**src/design/assert_macros.svh**
```systemverilog
// ----------------------------------------------------------------------------
// Assertion macros
// Shared concurrent assertion shorthands, clocked on clk and disabled in reset.
// ----------------------------------------------------------------------------
`ifndef ASSERT_MACROS_SVH
`define ASSERT_MACROS_SVH

// Same-cycle implication: whenever ante holds, cons holds too.
`define ASSERT_IMPLIES(label, clk, rst_n, ante, cons) \
  label: assert property (@(posedge clk) disable iff (!rst_n) (ante) |-> (cons)) \
    else $error("assertion failed: same-cycle implication");

// Next-cycle implication: whenever ante holds, cons holds in the next cycle.
`define ASSERT_NEXT(label, clk, rst_n, ante, cons) \
  label: assert property (@(posedge clk) disable iff (!rst_n) (ante) |=> (cons)) \
    else $error("assertion failed: next-cycle implication");

`endif

```
**src/design/cfr_pkg.sv**
```systemverilog
// ----------------------------------------------------------------------------
// cfr_pkg
// Types, codes and constants shared by the command frame receiver.
// ----------------------------------------------------------------------------
package cfr_pkg;

  typedef enum logic [3:0] {
    PH_SYNC0   = 4'd0,
    PH_SYNC1   = 4'd1,
    PH_LEN     = 4'd2,
    PH_HW_LO   = 4'd3,
    PH_HW_HI   = 4'd4,
    PH_MID_LO  = 4'd5,
    PH_MID_HI  = 4'd6,
    PH_ROUTE   = 4'd7,
    PH_CMD     = 4'd8,
    PH_PAYLOAD = 4'd9,
    PH_HELD    = 4'd10
  } phase_t;

  typedef enum logic [2:0] {
    EV_IGNORED  = 3'd0,
    EV_TAKEN    = 3'd1,
    EV_COMPLETE = 3'd2,
    EV_DROPPED  = 3'd3,
    EV_RELEASED = 3'd4
  } event_t;

  typedef enum logic {
    OP_LINE_BYTE = 1'b0,
    OP_RELEASE   = 1'b1
  } opcode_t;

  typedef enum logic [1:0] {
    REG_SYNC_FIRST  = 2'd0,
    REG_SYNC_SECOND = 2'd1,
    REG_OWN_ROUTE   = 2'd2
  } reg_idx_t;

  localparam logic [7:0] SYNC_FIRST_RST  = 8'd34;
  localparam logic [7:0] SYNC_SECOND_RST = 8'd105;
  localparam logic [3:0] OWN_ROUTE_RST   = 4'd0;

  localparam logic [7:0] MIN_LENGTH   = 8'd6;
  localparam logic [9:0] PAYLOAD_BASE = 10'd9;
  localparam logic [8:0] LENGTH_EXTRA = 9'd3;

  typedef struct packed {
    logic       opcode;
    logic [7:0] line_byte;
  } in_item_t;

  typedef struct packed {
    logic [2:0]  event_res;
    logic        payload_valid;
    logic [7:0]  payload_byte;
    logic [7:0]  payload_index;
    logic [7:0]  frame_length;
    logic [15:0] hardware_id;
    logic [15:0] message_number;
    logic [7:0]  route_byte;
    logic [7:0]  command_byte;
    logic        frame_held;
  } out_item_t;

  typedef struct packed {
    logic [7:0] sync_first;
    logic [7:0] sync_second;
    logic [3:0] own_route;
  } cfg_t;

  typedef struct packed {
    phase_t      phase;
    logic [7:0]  position;
    logic [8:0]  frame_end;
    logic [7:0]  length_hold;
    logic [15:0] hardware_hold;
    logic [15:0] message_hold;
    logic [7:0]  route_hold;
    logic [7:0]  command_hold;
    logic [7:0]  msg_low;
  } parse_state_t;

endpackage

```
**src/design/cfr_parse.sv**
```systemverilog
// ----------------------------------------------------------------------------
// cfr_parse
// One parser step: next parse state and result item for one input item.
// ----------------------------------------------------------------------------
module cfr_parse (
  input  cfr_pkg::cfg_t         cfg,
  input  cfr_pkg::parse_state_t st,
  input  cfr_pkg::in_item_t     item,
  output cfr_pkg::parse_state_t st_nxt,
  output cfr_pkg::out_item_t    result
);
  import cfr_pkg::*;

  parse_state_t nxt;
  event_t       ev;
  logic         pv;
  logic [7:0]   pb;
  logic [7:0]   pi;
  logic [7:0]   b;
  logic [7:0]   pos_inc;
  logic [9:0]   end_ext;

  assign b       = item.line_byte;
  assign pos_inc = st.position + 8'd1;
  assign end_ext = {1'b0, st.frame_end};

  always_comb begin
    nxt = st;
    ev  = EV_IGNORED;
    pv  = 1'b0;
    pb  = 8'd0;
    pi  = 8'd0;
    if (item.opcode == OP_RELEASE) begin
      if (st.phase == PH_HELD) begin
        nxt               = st;
        nxt.phase         = PH_SYNC0;
        nxt.position      = 8'd0;
        nxt.frame_end     = 9'd0;
        nxt.length_hold   = 8'd0;
        nxt.hardware_hold = 16'd0;
        nxt.route_hold    = 8'd0;
        nxt.command_hold  = 8'd0;
        nxt.msg_low       = 8'd0;
        ev                = EV_RELEASED;
      end
    end else begin
      case (st.phase)
        PH_SYNC0: begin
          if (b == cfg.sync_first) begin
            nxt.phase = PH_SYNC1;
            ev        = EV_TAKEN;
          end
        end
        PH_SYNC1: begin
          if (b == cfg.sync_second) begin
            nxt.phase = PH_LEN;
            ev        = EV_TAKEN;
          end else begin
            nxt.phase = PH_SYNC0;
            ev        = EV_DROPPED;
          end
        end
        PH_LEN: begin
          if (b >= MIN_LENGTH) begin
            nxt.length_hold = b;
            nxt.position    = 8'd0;
            nxt.frame_end   = {1'b0, b} + LENGTH_EXTRA;
            nxt.phase       = PH_HW_LO;
            ev              = EV_TAKEN;
          end else begin
            nxt.phase = PH_SYNC0;
            ev        = EV_DROPPED;
          end
        end
        PH_HW_LO: begin
          nxt.hardware_hold = {st.hardware_hold[15:8], b};
          nxt.phase         = PH_HW_HI;
          ev                = EV_TAKEN;
        end
        PH_HW_HI: begin
          nxt.hardware_hold = {b, st.hardware_hold[7:0]};
          nxt.phase         = PH_MID_LO;
          ev                = EV_TAKEN;
        end
        PH_MID_LO: begin
          nxt.msg_low = b;
          nxt.phase   = PH_MID_HI;
          ev          = EV_TAKEN;
        end
        PH_MID_HI: begin
          nxt.message_hold = {b, st.msg_low};
          nxt.phase        = PH_ROUTE;
          ev               = EV_TAKEN;
        end
        PH_ROUTE: begin
          if (b[7:4] == cfg.own_route) begin
            nxt.route_hold = b;
            nxt.phase      = PH_CMD;
            ev             = EV_TAKEN;
          end else begin
            nxt.phase = PH_SYNC0;
            ev        = EV_DROPPED;
          end
        end
        PH_CMD: begin
          nxt.command_hold = b;
          if (PAYLOAD_BASE < end_ext) begin
            nxt.phase = PH_PAYLOAD;
            ev        = EV_TAKEN;
          end else begin
            nxt.phase = PH_HELD;
            ev        = EV_COMPLETE;
          end
        end
        PH_PAYLOAD: begin
          if ({2'b00, st.position} + PAYLOAD_BASE < end_ext) begin
            pv           = 1'b1;
            pb           = b;
            pi           = st.position;
            nxt.position = pos_inc;
          end
          if ({2'b00, nxt.position} + PAYLOAD_BASE >= end_ext) begin
            nxt.phase = PH_HELD;
            ev        = EV_COMPLETE;
          end else begin
            ev = EV_TAKEN;
          end
        end
        PH_HELD: begin
          ev = EV_IGNORED;
        end
        default: begin
          nxt.phase = PH_SYNC0;
        end
      endcase
      // Drop and unknown phases fall back to hunting with holds cleared, except the message number.
      if (nxt.phase == PH_SYNC0 && st.phase != PH_SYNC0) begin
        nxt.position      = 8'd0;
        nxt.frame_end     = 9'd0;
        nxt.length_hold   = 8'd0;
        nxt.hardware_hold = 16'd0;
        nxt.route_hold    = 8'd0;
        nxt.command_hold  = 8'd0;
        nxt.msg_low       = 8'd0;
      end
    end
  end

  assign st_nxt = nxt;

  always_comb begin
    result.event_res      = ev;
    result.payload_valid  = pv;
    result.payload_byte   = pb;
    result.payload_index  = pi;
    result.frame_length   = nxt.length_hold;
    result.hardware_id    = nxt.hardware_hold;
    result.message_number = nxt.message_hold;
    result.route_byte     = nxt.route_hold;
    result.command_byte   = nxt.command_hold;
    result.frame_held     = (nxt.phase == PH_HELD);
  end

endmodule

```
**src/design/command_frame_receiver_core.sv**
```systemverilog
// ----------------------------------------------------------------------------
// command_frame_receiver_core
// Byte-serial command frame parser with APB register port and streamed payload.
// ----------------------------------------------------------------------------
// Path: an input transfer is captured in the input register, then passes the single
//   parser step between the two registers into the result register.
// Throughput: 1 byte per cycle while results drain; the single parser step sets it.
// Reset (rst_n low, synchronous): parser hunts the first sync byte, holds and
//   positions clear, message id clears, registers return to 34 / 105 / 0.
// ----------------------------------------------------------------------------
`include "assert_macros.svh"

module command_frame_receiver_core (
  input  logic                clk,
  input  logic                rst_n,
  // input channel
  input  logic                in_valid,
  output logic                in_ready,
  input  cfr_pkg::in_item_t   in_data,
  // result channel
  output logic                out_valid,
  input  logic                out_ready,
  output cfr_pkg::out_item_t  out_data,
  // register port
  input  logic                psel,
  input  logic                penable,
  input  logic                pwrite,
  input  logic [3:0]          paddr,
  input  logic [31:0]         pwdata,
  output logic [31:0]         prdata,
  output logic                pready
);
  import cfr_pkg::*;

  // Configuration registers.
  cfg_t         cfg_r;
  logic         cfg_wr;
  reg_idx_t     cfg_idx;

  // Input register stage.
  logic         s1_valid_r;
  in_item_t     s1_item_r;

  // Parser state and result register.
  parse_state_t st_r;
  parse_state_t st_nxt;
  out_item_t    res_nxt;
  out_item_t    res_r;
  logic         res_valid_r;

  logic         res_free;
  logic         s1_advance;

  // ---------------------------------------------------------------------------
  // Register port: zero wait state, write on the access phase.
  // ---------------------------------------------------------------------------
  assign pready  = 1'b1;
  assign cfg_wr  = psel & penable & pwrite & pready;
  assign cfg_idx = reg_idx_t'(paddr[3:2]);

  always_ff @(posedge clk) begin
    if (!rst_n) begin
      cfg_r.sync_first  <= SYNC_FIRST_RST;
      cfg_r.sync_second <= SYNC_SECOND_RST;
      cfg_r.own_route   <= OWN_ROUTE_RST;
    end else if (cfg_wr) begin
      case (cfg_idx)
        REG_SYNC_FIRST:  cfg_r.sync_first  <= pwdata[7:0];
        REG_SYNC_SECOND: cfg_r.sync_second <= pwdata[7:0];
        REG_OWN_ROUTE:   cfg_r.own_route   <= pwdata[3:0];
        default: begin
        end
      endcase
    end
  end

  // Read back the addressed register, zero-extended; unmapped reads return 0.
  always_comb begin
    case (cfg_idx)
      REG_SYNC_FIRST:  prdata = {24'd0, cfg_r.sync_first};
      REG_SYNC_SECOND: prdata = {24'd0, cfg_r.sync_second};
      REG_OWN_ROUTE:   prdata = {28'd0, cfg_r.own_route};
      default:         prdata = 32'd0;
    endcase
  end

  // ---------------------------------------------------------------------------
  // Flow control: the result register is free when empty or being drained.
  // The input register advances into it whenever it is free, so a new
  // transfer can land every cycle while the result side keeps up.
  // ---------------------------------------------------------------------------
  assign res_free   = ~res_valid_r | out_ready;
  assign s1_advance = s1_valid_r & res_free;
  assign in_ready   = ~s1_valid_r | res_free;

  // Capture the incoming transfer; hold it while the result side stalls.
  always_ff @(posedge clk) begin
    if (!rst_n) begin
      s1_valid_r <= 1'b0;
    end else if (in_ready) begin
      s1_valid_r <= in_valid;
    end
  end

  always_ff @(posedge clk) begin
    if (in_ready && in_valid) begin
      s1_item_r <= in_data;
    end
  end

  // ---------------------------------------------------------------------------
  // Parser step: one byte or release per cycle while the result register is free.
  // ---------------------------------------------------------------------------
  cfr_parse u_parse (
    .cfg    (cfg_r),
    .st     (st_r),
    .item   (s1_item_r),
    .st_nxt (st_nxt),
    .result (res_nxt)
  );

  // Advance the parse state only together with loading its result, so the
  // state always matches the last result produced.
  always_ff @(posedge clk) begin
    if (!rst_n) begin
      st_r.phase         <= PH_SYNC0;
      st_r.position      <= 8'd0;
      st_r.frame_end     <= 9'd0;
      st_r.length_hold   <= 8'd0;
      st_r.hardware_hold <= 16'd0;
      st_r.message_hold  <= 16'd0;
      st_r.route_hold    <= 8'd0;
      st_r.command_hold  <= 8'd0;
      st_r.msg_low       <= 8'd0;
    end else if (s1_advance) begin
      st_r <= st_nxt;
    end
  end

  // Result register: load on advance, drop valid once the transfer completes.
  always_ff @(posedge clk) begin
    if (!rst_n) begin
      res_valid_r <= 1'b0;
    end else if (res_free) begin
      res_valid_r <= s1_valid_r;
    end
  end

  always_ff @(posedge clk) begin
    if (s1_advance) begin
      res_r <= res_nxt;
    end
  end

  assign out_valid = res_valid_r;
  assign out_data  = res_r;

  // ---------------------------------------------------------------------------
  // Assertions
  // ---------------------------------------------------------------------------
  // A payload byte is only reported as taken or completing the frame.
  `ASSERT_IMPLIES(a_payload_event, clk, rst_n, res_valid_r && res_r.payload_valid,
                  (res_r.event_res == EV_TAKEN) || (res_r.event_res == EV_COMPLETE))
  // The held flag in a pending result tracks the parser's current phase.
  `ASSERT_IMPLIES(a_held_matches, clk, rst_n, res_valid_r,
                  res_r.frame_held == (st_r.phase == PH_HELD))
  // While streaming payload, the position offset by the payload base stays below the frame end.
  `ASSERT_IMPLIES(a_payload_bound, clk, rst_n, st_r.phase == PH_PAYLOAD,
                  ({2'b00, st_r.position} + PAYLOAD_BASE) < {1'b0, st_r.frame_end})
  // A stalled input register stays valid in the next cycle.
  `ASSERT_NEXT(a_stall_holds, clk, rst_n, s1_valid_r && !res_free, s1_valid_r)

endmodule
```
**config.mk**
```make
export PLATFORM = sky130hd
export DESIGN_NAME = command_frame_receiver_core
export DESIGN_NICKNAME = d
export VERILOG_FILES = /design/src/design/cfr_pkg.sv /design/src/design/cfr_parse.sv /design/src/design/command_frame_receiver_core.sv
export VERILOG_INCLUDE_DIRS = /design/src /design/src/design
export SDC_FILE = /design/constraint.sdc
export NUM_CORES = 1
export LEC_CHECK = 0
export BUFFER_PORTS_ARGS = -buffer_cell sky130_fd_sc_hd__buf_2
export CAP_MARGIN = 10
export CORE_MARGIN = 3
export CORE_UTILIZATION = 51
export DETAILED_ROUTE_END_ITERATION = 12
export PLACE_DENSITY = 0.75
export SLEW_MARGIN = 10
export SYNTH_ARGS = -nofsm -noshare
export SYNTH_HDL_FRONTEND = slang
export SYNTH_SLANG_ARGS = --single-unit
```
**constraint.sdc**
```tcl
create_clock -name clk -period 5 [get_ports clk]
set_input_delay 0 -clock clk [delete_from_list [all_inputs] [get_ports clk]]
set_output_delay 0 -clock clk [all_outputs]
set_load 0.02 [all_outputs]
```
Yosys cells after proc, flatten, opt, wreduce, memory -nomap -nowiden:

Index checks and enable logic that the tools add are counted.

* bits in writable memories: 0
* bits in latches: 0
* ROM bits: 0
* memories kept: 0
* output and inout bits: 112
* input bits: 52
* flip-flop bits (word level): 193

* multiplexer cells: 35
* divide/modulo/power cells: 0
* reduce and logical (&&, ||, !) cells: 19
* bitwise operators: 9
* shift operators: 0
* add/sub/neg operators: 4
* $lt $le $gt $ge: 4
* equal/unequal tests: 18
* $mul: 0

Operators with widths (count)
* $mux W85: 2
* $mux W8: 7
* $pmux W4 S11: 1
* $mux W41: 1
* $pmux W16 S2: 1
* $mux W25: 1
* $mux W24: 1
* $pmux W8 S3: 1
* $pmux W3 S7: 1
* $add A8 B4 Y9 const B: 2
* $mux W17: 1
* $eq A4 B3 Y1 const B: 4
* $eq A4 B4 Y1 const B: 4
* $eq A8 B8 Y1: 2
* $mux W16: 1
* $mux W2: 8
* $mux W4: 4
* $pmux W8 S2: 1
* $ge A10 B9 Y1: 1
* $lt A10 B9 Y1: 1
* $add A8 B2 Y9 const B: 1
* $lt A4 B9 Y1 const A: 1
* $reduce_bool A3 Y1: 3
* $add A8 B1 Y8 const B: 1
* other kinds (23): 38

Depth between registers and ports, before layout:

* depth after elaboration: 15
* gate-level depth with buffers: 26
* gate-level depth less buffers: 22

By module:

A second synthesis with hierarchy kept.

* cell total of the unflattened synthesis: 1066
* area total of the unflattened synthesis: 10282.4 um^2

Modules (own cells, without submodules)
* command_frame_receiver_core: times used 1, cells an instance 616, area each 6985.4 um^2
* cfr_parse: times used 1, cells an instance 450, area each 3296.9 um^2

Worst setup path before layout:

No wires, ideal clock.

* kind: reg-to-reg
* from: register st_r[73] (netlist name)
* to: register res_r (netlist bit out_data[52]) (data pin)
* clock period less this slack: 5.482 ns
* slack: -0.482 ns
* cell stages (with the launch flop): 27
* arrival time: 5.225 ns
* library setup time: 0.256 ns
* path through: dfxtp_1 clkbuf_1 and3_1 clkbuf_1 nor2_1 nor2_1 xor2_1 ha_1 a211oi_1 nand2_1 o211ai_1 clkbuf_1 mux2_2 ha_1 a21oi_1 nor2_1 xnor2_1 ha_1 a21o_1 a21oi_1 o22ai_1 a31oi_1 nor4b_1 a21oi_1 buf_2 buf_2 a22o_1

RTL lines
* from (decl): RTL line command_frame_receiver_core.sv:45 `parse_state_t st_r;`
* from (signal assigned): RTL line command_frame_receiver_core.sv:136 `st_r <= st_nxt;`
* to (signal assigned): RTL line command_frame_receiver_core.sv:151 `res_r <= res_nxt;`
* to (decl): RTL line command_frame_receiver_core.sv:48 `out_item_t res_r;`

Final worst setup path:

* from: register st_r[74] (netlist name)
* to: register st_r[6] (netlist name)

* longest elaborated chain between the ends: 14
* elaborated cells on any way between the ends: 17
* those cells by class: add/sub (3); order compare (2); mux (8); reduce/logical (4)

Ends and longest elaborated chain
* $add A8 B4 Y9: RTL line cfr_parse.sv:116 `if ({2'b00, st.position} + PAYLOAD_BASE < end_ext) begin`
* $lt A10 B9 Y1: RTL line cfr_parse.sv:116
* $mux W8 *: RTL line cfr_parse.sv:116
* $mux W8 *: RTL line cfr_parse.sv:47 `case (st.phase)`
* $mux W8 *: RTL line cfr_parse.sv:33 `if (item.opcode == OP_RELEASE) begin`
* $add A8 B4 Y9 *: RTL line cfr_parse.sv:122 `if ({2'b00, nxt.position} + PAYLOAD_BASE >= end_ext) begin`
* $ge A10 B9 Y1 *: RTL line cfr_parse.sv:122
* $mux W4 *: RTL line cfr_parse.sv:122
* $pmux W4 S11 *: RTL line cfr_parse.sv:47
* $mux W4 *: RTL line cfr_parse.sv:33
* $logic_not A4 Y1 *: RTL line cfr_parse.sv:137 `if (nxt.phase == PH_SYNC0 && st.phase != PH_SYNC0) begin`
* $logic_and A1 B1 Y1 *: RTL line cfr_parse.sv:137
* $reduce_bool A3 Y1 (no line) or $mux W24 (tied branches)
* $reduce_and A3 Y1 (no line) or $mux W85 (tied branches)

Every way passes the cells marked *; elsewhere a longest branch is shown, timed or not. The select of a mux whose other input is x is not followed.
A chain may end at the register's enable or synchronous reset.

==> reports/results.ini <==
[final_layout]
syn2layout_area_growth_pct = 20.7
final_nets = 1100
antenna_cells = 0
multi_input_area_mm2 = 0.00426
drive_gt1_share_pct = 25.2
n_fill_cell = 1392
regArea_mm2 = 0.00473
final_cell_mix = buf_2, dfxtp_1, nand2_1, edfxtp_1, nor2_1
final_common_cell = buf_2

[sta]
fin_tns_setup_ps = 0
finalHoldViolCount = 0
setup_violations = 0
clock_skew_ps = 10.8
fmax_ghz = 0.206
slew_headroom_pct = 16.9
rsz0062_at_grt = true
setup_ws_ps = 140
slew_violations = 0
fin_crit_sh_pct = 97.2
worst_pin_slew_ps = 1230
period_minus_slack_ps = 4860
fin_hold_ws_ps = 129

[worst_setup_path]
cp_num_buf_inv = 4
crit_fanout = 8
critPathKind = flop to flop
crit_slowest_cell = mux2_2
startpoint_type = flop
critPathTopFamily = compound AO/OA/AOI/OAI gates
cpMostUsedCell = buf_4
worstSetupEndpointType = flop
worstPathRequired_ps = 5370
slowest_delay_ps = 370
worstPathArrival_ps = 5230
cp_cell_sequence = and3_4 > o21ai_2 > xnor2_2 > ha_1 > a211oi_2 > nand2_1 > o211ai_1 > buf_4 > mux2_2 > ha_4 > a21oi_4 > buf_4 > xnor2_1 > ha_1 > nand4_1 > o221ai_2 > a31oi_1 > nor4b_4 > buf_4 > a21o_4 > buf_4 > o21ai_4 > a32o_1

[pwr]
seqPwrFrac_pct = 52.0
switchingPower_uw = 850
worst_ir_drop_vdd_uv = 278
combPwrFrac_pct = 8.2
switching_share_pct = 25.5
leakage_uw = 0.00433
clkPwrFrac_pct = 39.8
power_density_mw_per_mm2 = 300
p_int_uw = 2480

[synthesis]
synthCells = 891
synth_top_flop_cell = dfxtp_1
avgSynthCellArea_um2 = 10.3
synth_edf_count = 86
yosysSeqAreaShare_pct = 51.4
yosys_warnings = 0
synth-async-reset-ratio_pct = 0
synth.distinct_cells = 66
synth_area_mm2 = 0.00920
ys_seq_elements = 193

[routing]
drc = 0
final_antenna_net_count = 0
vias_per_cell = 5.82
vias = 7366
wl_um = 23400
routedWlPerCell_um = 18.5
first_pass_iters = 5
drt-initial-drc-count = 727

[cts]
cts_made_buffers = 17
cts_tree = built
cts_sinks = 193
htree_levels = 4
clk_latency_ps = 440
clk_pin_slew_ps = 70
clock_path_buffers = 2
root_buffer = clkbuf_16

[placed_design]
gp_congestion = 0.889
numPortBuffers = 112
pre_cts_ws_ps = -42.2
dpl.hpwl_um = 14900

[floorplanning]
die_w_um = 140
core-area_mm2 = 0.0175
die_h_um = 140
die-area_mm2 = 0.0197
ios = 164
core.rowCount = 48
initial_utilization_pct = 52.6

[grt]
grt_pass1_vias = 6983
grt_pass1_wl_um = 36600
grt_start_max_net_pins = 61
grt_antenna_before_repair = 0
gr-total-overflow = 0
grt_use_total_pct = 23.2

[hold_path]
hp-class = input pin to flop

[run_status]
status = completed

[run]
drv_cap = 0

sequential cells by signal, indices dropped and copies added (netlist names):
signal	count
s1_item_r	9
out_valid	1
st_r	85
s1_valid_r	1
cfg_r	20
out_data	77
stage by stage:
stage,power (uW),util [%],area (um2),instances
final,3330,63.5,11100,1265
after floorplan,1950,-,9310,914
after global placement,2020,57.6,10100,1207
after global routing,3450,63.5,11100,1265
after detailed placement,2020,57.6,10100,1207
after CTS,3340,62.4,10900,1264
power groups by stage:
stage	Clock, uW	Combinational (uW)	Sequential (uW)
CTS	1340	268	1730
detailed placement	0	253	1770
finish	1330	273	1730
global placement	0	249	1770
floorplan	0	162	1780
global route	1420	293	1740
synthesized netlist by cell type (3+ instances only):
master / number / area share (%)
nand4_1: 8 / 0.54
a22o_1: 42 / 4.0
dfxtp_1: 107 / 23
nor3b_1: 20 / 1.6
inv_1: 21 / 0.86
xor2_1: 13 / 1.2
mux2i_1: 20 / 2.2
buf_4: 25 / 2.0
ha_1: 21 / 2.9
nand2b_1: 5 / 0.34
nor3_1: 13 / 0.71
a21boi_0: 4 / 0.33
clkbuf_1: 53 / 2.2
o22ai_1: 35 / 2.4
nand3b_1: 4 / 0.33
nand2_1: 95 / 3.9
nor2_1: 62 / 2.5
a21oi_1: 16 / 0.87
o21ai_0: 29 / 1.6
nor4_1: 6 / 0.41
nand3_1: 17 / 0.92
buf_2: 9 / 0.49
xnor2_1: 32 / 3.0
mux2_2: 16 / 2.0
buf_1: 3 / 0.12
o211ai_1: 3 / 0.24
edfxtp_1: 86 / 28
a31oi_1: 10 / 0.68
o21ai_2: 6 / 0.57
and2_1: 9 / 0.61
nor2b_1: 16 / 1.1
a32o_1: 22 / 2.4
and3_1: 22 / 1.5
layout make-up:
cell class,count,area share (%)
clock buffer,20,4.21
clock inverter,12,1.04
inverter,21,0.721
multi-input combinational,610,38.4
sequential,193,42.6
tap,225,2.54
timing repair buffer,184,10.5
per-layer routing:
layer | track usage (%) | wire (um) | vias to the layer above
li1 | - | - | 3468
met3 | 5.84 | 1800 | 44
met1 | 31.4 | 9990 | 3562
met2 | 36.5 | 11100 | 292
met5 | 0 | 0 | -
met4 | 8.01 | 493 | 0
kinds of logic after synthesis:
| group | share of synthesized area, % |
|---|---|
| and+or+nand+nor | 15.9 |
| DFF | 51.4 |
| AOI/OAI and AO/OA | 15.4 |
| buffers and inverters | 5.79 |
| xor gates and xnor gates | 4.28 |
| muxes | 4.13 |
| adders and majority gates | 2.96 |
| other | 0.0816 |
path summary, 6_finish.rpt:
check                start        to  slack (ps)  cells after the start
setup / recovery  st_r[74]   st_r[6]         140                     23
hold / removal     penable  cfg_r[4]         130                      4
setup reg to reg  st_r[74]   st_r[6]         140                     23
hold reg to reg   st_r[10]  st_r[10]         460                      2
repair_timing:
item / in CTS / in global routing
resized for setup: 7 / 40
endpoints found under the setup margin: 78 / 124
pin swaps: 5 / 55
endpoints found under the hold margin: 31 / 0
cloned: 1 / 0
hold buffers: 20 / 0
buffers inserted: 4 / 2
tightest hold or removal path, cell delays in order:
cell and delay (ps):
buf_2 100, nand4_1 260, nand2_1 90, nand3_1 70
No activity file was read; power rests on OpenSTA's default activity.
